==> src/sv/room_allocation_most_booked_defines.svh <==
// assertion macros for the room allocation block
`ifndef ROOM_ALLOCATION_MOST_BOOKED_DEFINES_SVH
`define ROOM_ALLOCATION_MOST_BOOKED_DEFINES_SVH

`ifndef NO_ASSERTIONS

// property must hold at every clock edge out of reset
`define RAMA_ASSERT(lbl, clk, rst_n, prop, msg) \
    lbl: assert property (@(posedge clk) disable iff (!rst_n) prop) else $error(msg);

// condition must never be seen out of reset
`define RAMA_NEVER(lbl, clk, rst_n, cond, msg) \
    lbl: assert property (@(posedge clk) disable iff (!rst_n) !(cond)) else $error(msg);

`else

`define RAMA_ASSERT(lbl, clk, rst_n, prop, msg)
`define RAMA_NEVER(lbl, clk, rst_n, cond, msg)

`endif

`endif

==> src/sv/rama_pkg.sv <==
// shared widths, constants and types of the room allocation block
package rama_pkg;

    localparam int TIME_W  = 32;
    localparam int FREE_W  = 48;
    localparam int CNT_W   = 32;
    localparam int CFG_W   = 8;
    localparam int ROOM_W  = 7;

    localparam logic [FREE_W-1:0] FREE_MAX = {FREE_W{1'b1}};
    localparam logic [CNT_W-1:0]  CNT_MAX  = {CNT_W{1'b1}};

    // one entry of the room store
    typedef struct packed {
        logic [CNT_W-1:0]  cnt;
        logic [FREE_W-1:0] free;
    } t_room;

    // results of the shared compare and add unit
    typedef struct packed {
        logic              le_start;
        logic              lt_best;
        logic              gt_max;
        logic [CNT_W-1:0]  cnt_inc;
        logic [FREE_W-1:0] free_dly;
    } t_alu_res;

endpackage

==> src/sv/rama_alu.sv <==
// shared compare and saturating add unit used on every scan step
module rama_alu import rama_pkg::*; (
    input  logic [FREE_W-1:0] i_free,
    input  logic [FREE_W-1:0] i_best_free,
    input  logic [CNT_W-1:0]  i_cnt,
    input  logic [CNT_W-1:0]  i_max,
    input  logic [TIME_W-1:0] i_start,
    input  logic [TIME_W-1:0] i_end,
    output t_alu_res          o_res
);

    logic [TIME_W-1:0] w_dur;
    logic [FREE_W:0]   w_sum;

    // delay is the meeting length, zero when end is not after start
    assign w_dur = (i_end > i_start) ? (i_end - i_start) : '0;
    assign w_sum = {1'b0, i_best_free} + (FREE_W + 1)'(w_dur);

    always_comb begin
        o_res.le_start = i_free <= FREE_W'(i_start);
        o_res.lt_best  = i_free < i_best_free;
        o_res.gt_max   = i_cnt > i_max;
        o_res.cnt_inc  = (i_cnt == CNT_MAX) ? i_cnt : i_cnt + 1'b1;
        o_res.free_dly = w_sum[FREE_W] ? FREE_MAX : w_sum[FREE_W-1:0];
    end

endmodule

==> config.mk <==
export PLATFORM = sky130hd
export DESIGN_NAME = rama_alu
export DESIGN_NICKNAME = d
export VERILOG_FILES = /design/src/sv/room_allocation_most_booked_defines.svh /design/src/sv/rama_pkg.sv /design/src/sv/rama_alu.sv
export SDC_FILE = /design/constraint.sdc
export NUM_CORES = 1
export LEC_CHECK = 0
export ABC_CLOCK_PERIOD_IN_PS = 10950
export BUFFER_PORTS_ARGS = -buffer_cell sky130_fd_sc_hd__buf_2
export CORE_MARGIN = 5
export CORE_UTILIZATION = 56
export DETAILED_ROUTE_END_ITERATION = 6
export PLACE_DENSITY = 0.92
export SYNTH_ARGS = -nofsm -noshare
export SYNTH_HDL_FRONTEND = slang
export SYNTH_SLANG_ARGS = --single-unit
==> constraint.sdc <==
create_clock -name vclk -period 10.95
set_input_delay 1.095 -clock vclk [all_inputs]
set_output_delay 1.095 -clock vclk [all_outputs]
set_load 0.05 [all_outputs]
## After elaboration in Yosys (flattened, before gate mapping)

Cells that the tools add are included.

| operators by class | value |
|---|---|
| muxes and demuxes | 3 |
| order comparisons | 4 |
| add/sub/neg operators | 3 |
| equal/unequal tests | 1 |

Operator list:

| operator | number |
|---|---|
| $gt 32x32->1 | 2 |
| $mux 32 | 2 |
| $add 48x32->49 | 1 |
| $le 48x32->1 | 1 |
| $lt 48x48->1 | 1 |
| $mux 48 | 1 |
| $add 32x1->32 const B | 1 |
| $eq 32x32->1 const B | 1 |
| $sub 32x32->32 | 1 |

| word-level totals | value |
|---|---|
| bits in registers | 0 |
| output and inout port bits | 83 |

## Longest topological paths before layout

| depth | value |
|---|---|
| depth in word-level cells | 4 |
| gate-level depth with buffers | 23 |
| mapped depth without buffers | 20 |

## Least setup slack after synthesis

Ideal clock, no wire load.

| timing path | value |
|---|---|
| kind | input to output |
| start | input i_start[4] |
| end | output o_res[34] (netlist bit) |
| stages | 22 |
| path buffers | 3 |
| arrival | 6601 ps |
| path slack | 3254 ps |
| cell sequence | inv_1 ha_1 a21oi_1 nor4b_1 a211oi_1 a221oi_2 o221ai_1 a21oi_2 buf_4 buf_4 nor2_1 ha_1 fa_1 a211oi_2 o211ai_1 a21oi_1 o211ai_1 a2111oi_4 a21oi_2 and2_1 buf_2 a41oi_1 |

RTL lines:

| element | line | source |
|---|---|---|
| start, declared | rama_alu.sv:7 | `input logic [TIME_W-1:0] i_start,` |
| end, declared | rama_alu.sv:9 | `output t_alu_res o_res` |

==> impl_metrics.ini <==
[status]
outcome = finished, final reports clean

[sta]
drv_slew = 0
setup_viol = 0
fin_crit_ns = 8.581
max_clock_freq_mhz = 116.5
finalHoldViolCount = 0
fin_crit_sh = 0.7837
slew_headroom = 0.2477
whs_ns = 2.579
setup_tns_ns = 0
worstMarginPinSlew_ns = 1.129
rsz0062_at_grt = no

[place]
port-buffer-count = 307
place_hpwl_mm = 23.80
dpl_cell_area_um2 = 9110
gp_congestion = 1.038
dp_cells = 1559

[routing]
antenna_left = 0
wl_per_cell_um = 17.13
first_pass_iters = 5
dr_total_vias = 9241
routed_wl_mm = 26.70
viasPerCell = 5.928
drc = 0
drt-initial-drc-count = 607

[die]
core_area_um2 = 13140
num_rows = 42
start_util = 0.5653
die-area_um2 = 15670
chipWidth_um = 125.2
die_h_um = 125.2
io_pins = 307

[global_route]
grt_overflow = 0
grt_util_all_layers = 0.3132
grt_pass1_wl_mm = 42.29
grt_pass1_vias = 8793
antenna_found_initial = 0
grt_max_degree = 35

[cells_and_area]
drive_above_1_share = 0.2364
instances_no_fill = 1559
area_growth_pct = 22.66
seq_area_um2 = 0
nets = 1787
nClkBuffers = 0
antennaDiodeCount = 0
nFlopsAndLatches = 0
final_area_um2 = 9110

[setup_path]
critPathLaunchType = primary input
required_ns = 9.86
crit_fanout = 34
criticalPathCategory = primary input to output pin
end_kind = output pin
arrival_ns = 7.49

[synth]
synth_cells = 1092
ys_types = 60
syn_nets = 1494
ys_warn_count = 0
avgSynthCellArea_um2 = 6.801
synthesis.area_um2 = 7427
yosysSeqAreaShare = 0

[power_and_ir_drop]
p_leak_nw = 5.147
power.density_nw_per_um2 = 87.08
ir_drop_mv = 0.08433

[min_path]
hold_class = primary input to output pin

[clocking]
cts_setup_buffers = 0
cts_resized = 0
cts-hold-fix-buffers = 0

[flow_run]
maxCapViolCount = 0
## power breakdown
part | internal (mW) | switching, mW
sequential | 0 | 0
combinational | 0.257 | 0.536
clock | 0 | 0
total | 0.257 | 0.536
## final timing paths
| kind | cells after the start | end | slack (ns) | from |
|---|---|---|---|---|
| worst min-delay path | 3 | o_res[71] | 2.58 | i_cnt[23] |
| worst max-delay path | 20 | o_res[26] | 2.37 | i_start[4] |
## cell families after synthesis
family / share of synthesized area
simple gates: 0.2343
compound gates: 0.2775
fa+ha+maj: 0.3019
buf+inv: 0.08120
xor+xnor: 0.09080
mux: 0.01432
## layer usage
metal,GRT usage,vias to the layer above,wire [um],share of wire
met1,0.3944,4168,10870,0.41
met3,0.03454,73,2151,0.081
met4,0.08801,0,921,0.034
met2,0.5637,459,12760,0.48
met5,0,-,0,0
li1,-,4541,-,-
## cell usage after synthesis, types with 9 or more instances
| cell type | instances | share of area |
|---|---|---|
| o21bai_1 | 11 | 0.011 |
| ha_1 | 176 | 0.30 |
| nand4_1 | 41 | 0.035 |
| o31ai_1 | 9 | 0.0091 |
| nor2b_1 | 15 | 0.013 |
| nand2b_1 | 12 | 0.010 |
| a31oi_1 | 11 | 0.0093 |
| nor3_1 | 15 | 0.010 |
| xor2_1 | 22 | 0.026 |
| nand2_1 | 96 | 0.049 |
| a211oi_1 | 14 | 0.014 |
| inv_1 | 137 | 0.069 |
| nor2_1 | 84 | 0.042 |
| o21ai_0 | 58 | 0.039 |
| nand3_1 | 31 | 0.021 |
| a21o_1 | 62 | 0.063 |
| a21oi_1 | 108 | 0.073 |
| xnor2_1 | 55 | 0.065 |
| o211ai_1 | 9 | 0.0091 |
## critical path, stage by stage
cell and delay, ns:
buf_2 0.08, inv_1 0.04, ha_1 0.36, a21oi_1 0.22
nor4b_1 0.34, a211oi_1 0.21, a221oi_2 0.41, o221ai_1 0.23
a21oi_2 0.69, nor2_1 0.10, ha_1 0.26, fa_1 0.44
a211oi_2 0.27, o211ai_1 0.13, a21oi_1 0.35, o211ai_1 0.23
a2111oi_4 0.46, a211o_1 0.95, nand3_1 0.31, buf_2 0.32
## metrics by stage
step | util | setup slack, ns | total power [mW]
final | 0.6934 | 2.369 | 0.7933
after global routing | 0.6934 | 1.809 | 0.8537
after CTS | 0.6934 | 2.425 | 0.7848
after detailed placement | 0.6934 | 2.454 | 0.7807
after global placement | 0.6934 | 2.609 | 0.7710
after floorplan | - | 3.254 | 0.5670
## cell type report
cell class / instances / area (um^2)
multi-input combinational: 937 / 6824
tap: 176 / 220.2
timing repair buffer: 309 / 1551
fill: 1156 / 4028
inverter: 137 / 514.2
## cell usage in the layout (no fill, tap or decap), types with 31 or more instances in the layout
| master | netlist | routed |
|---|---|---|
| o21ai_0 | 58 | 58 |
| a21o_1 | 62 | 62 |
| nand3_1 | 31 | 31 |
| buf_2 | 7 | 307 |
| a21oi_1 | 108 | 108 |
| nand4_1 | 41 | 41 |
| nor2_1 | 84 | 84 |
| inv_1 | 137 | 137 |
| ha_1 | 176 | 176 |
| xnor2_1 | 55 | 55 |
| nand2_1 | 96 | 96 |
Note: power is estimated with default switching activity, not from simulation.
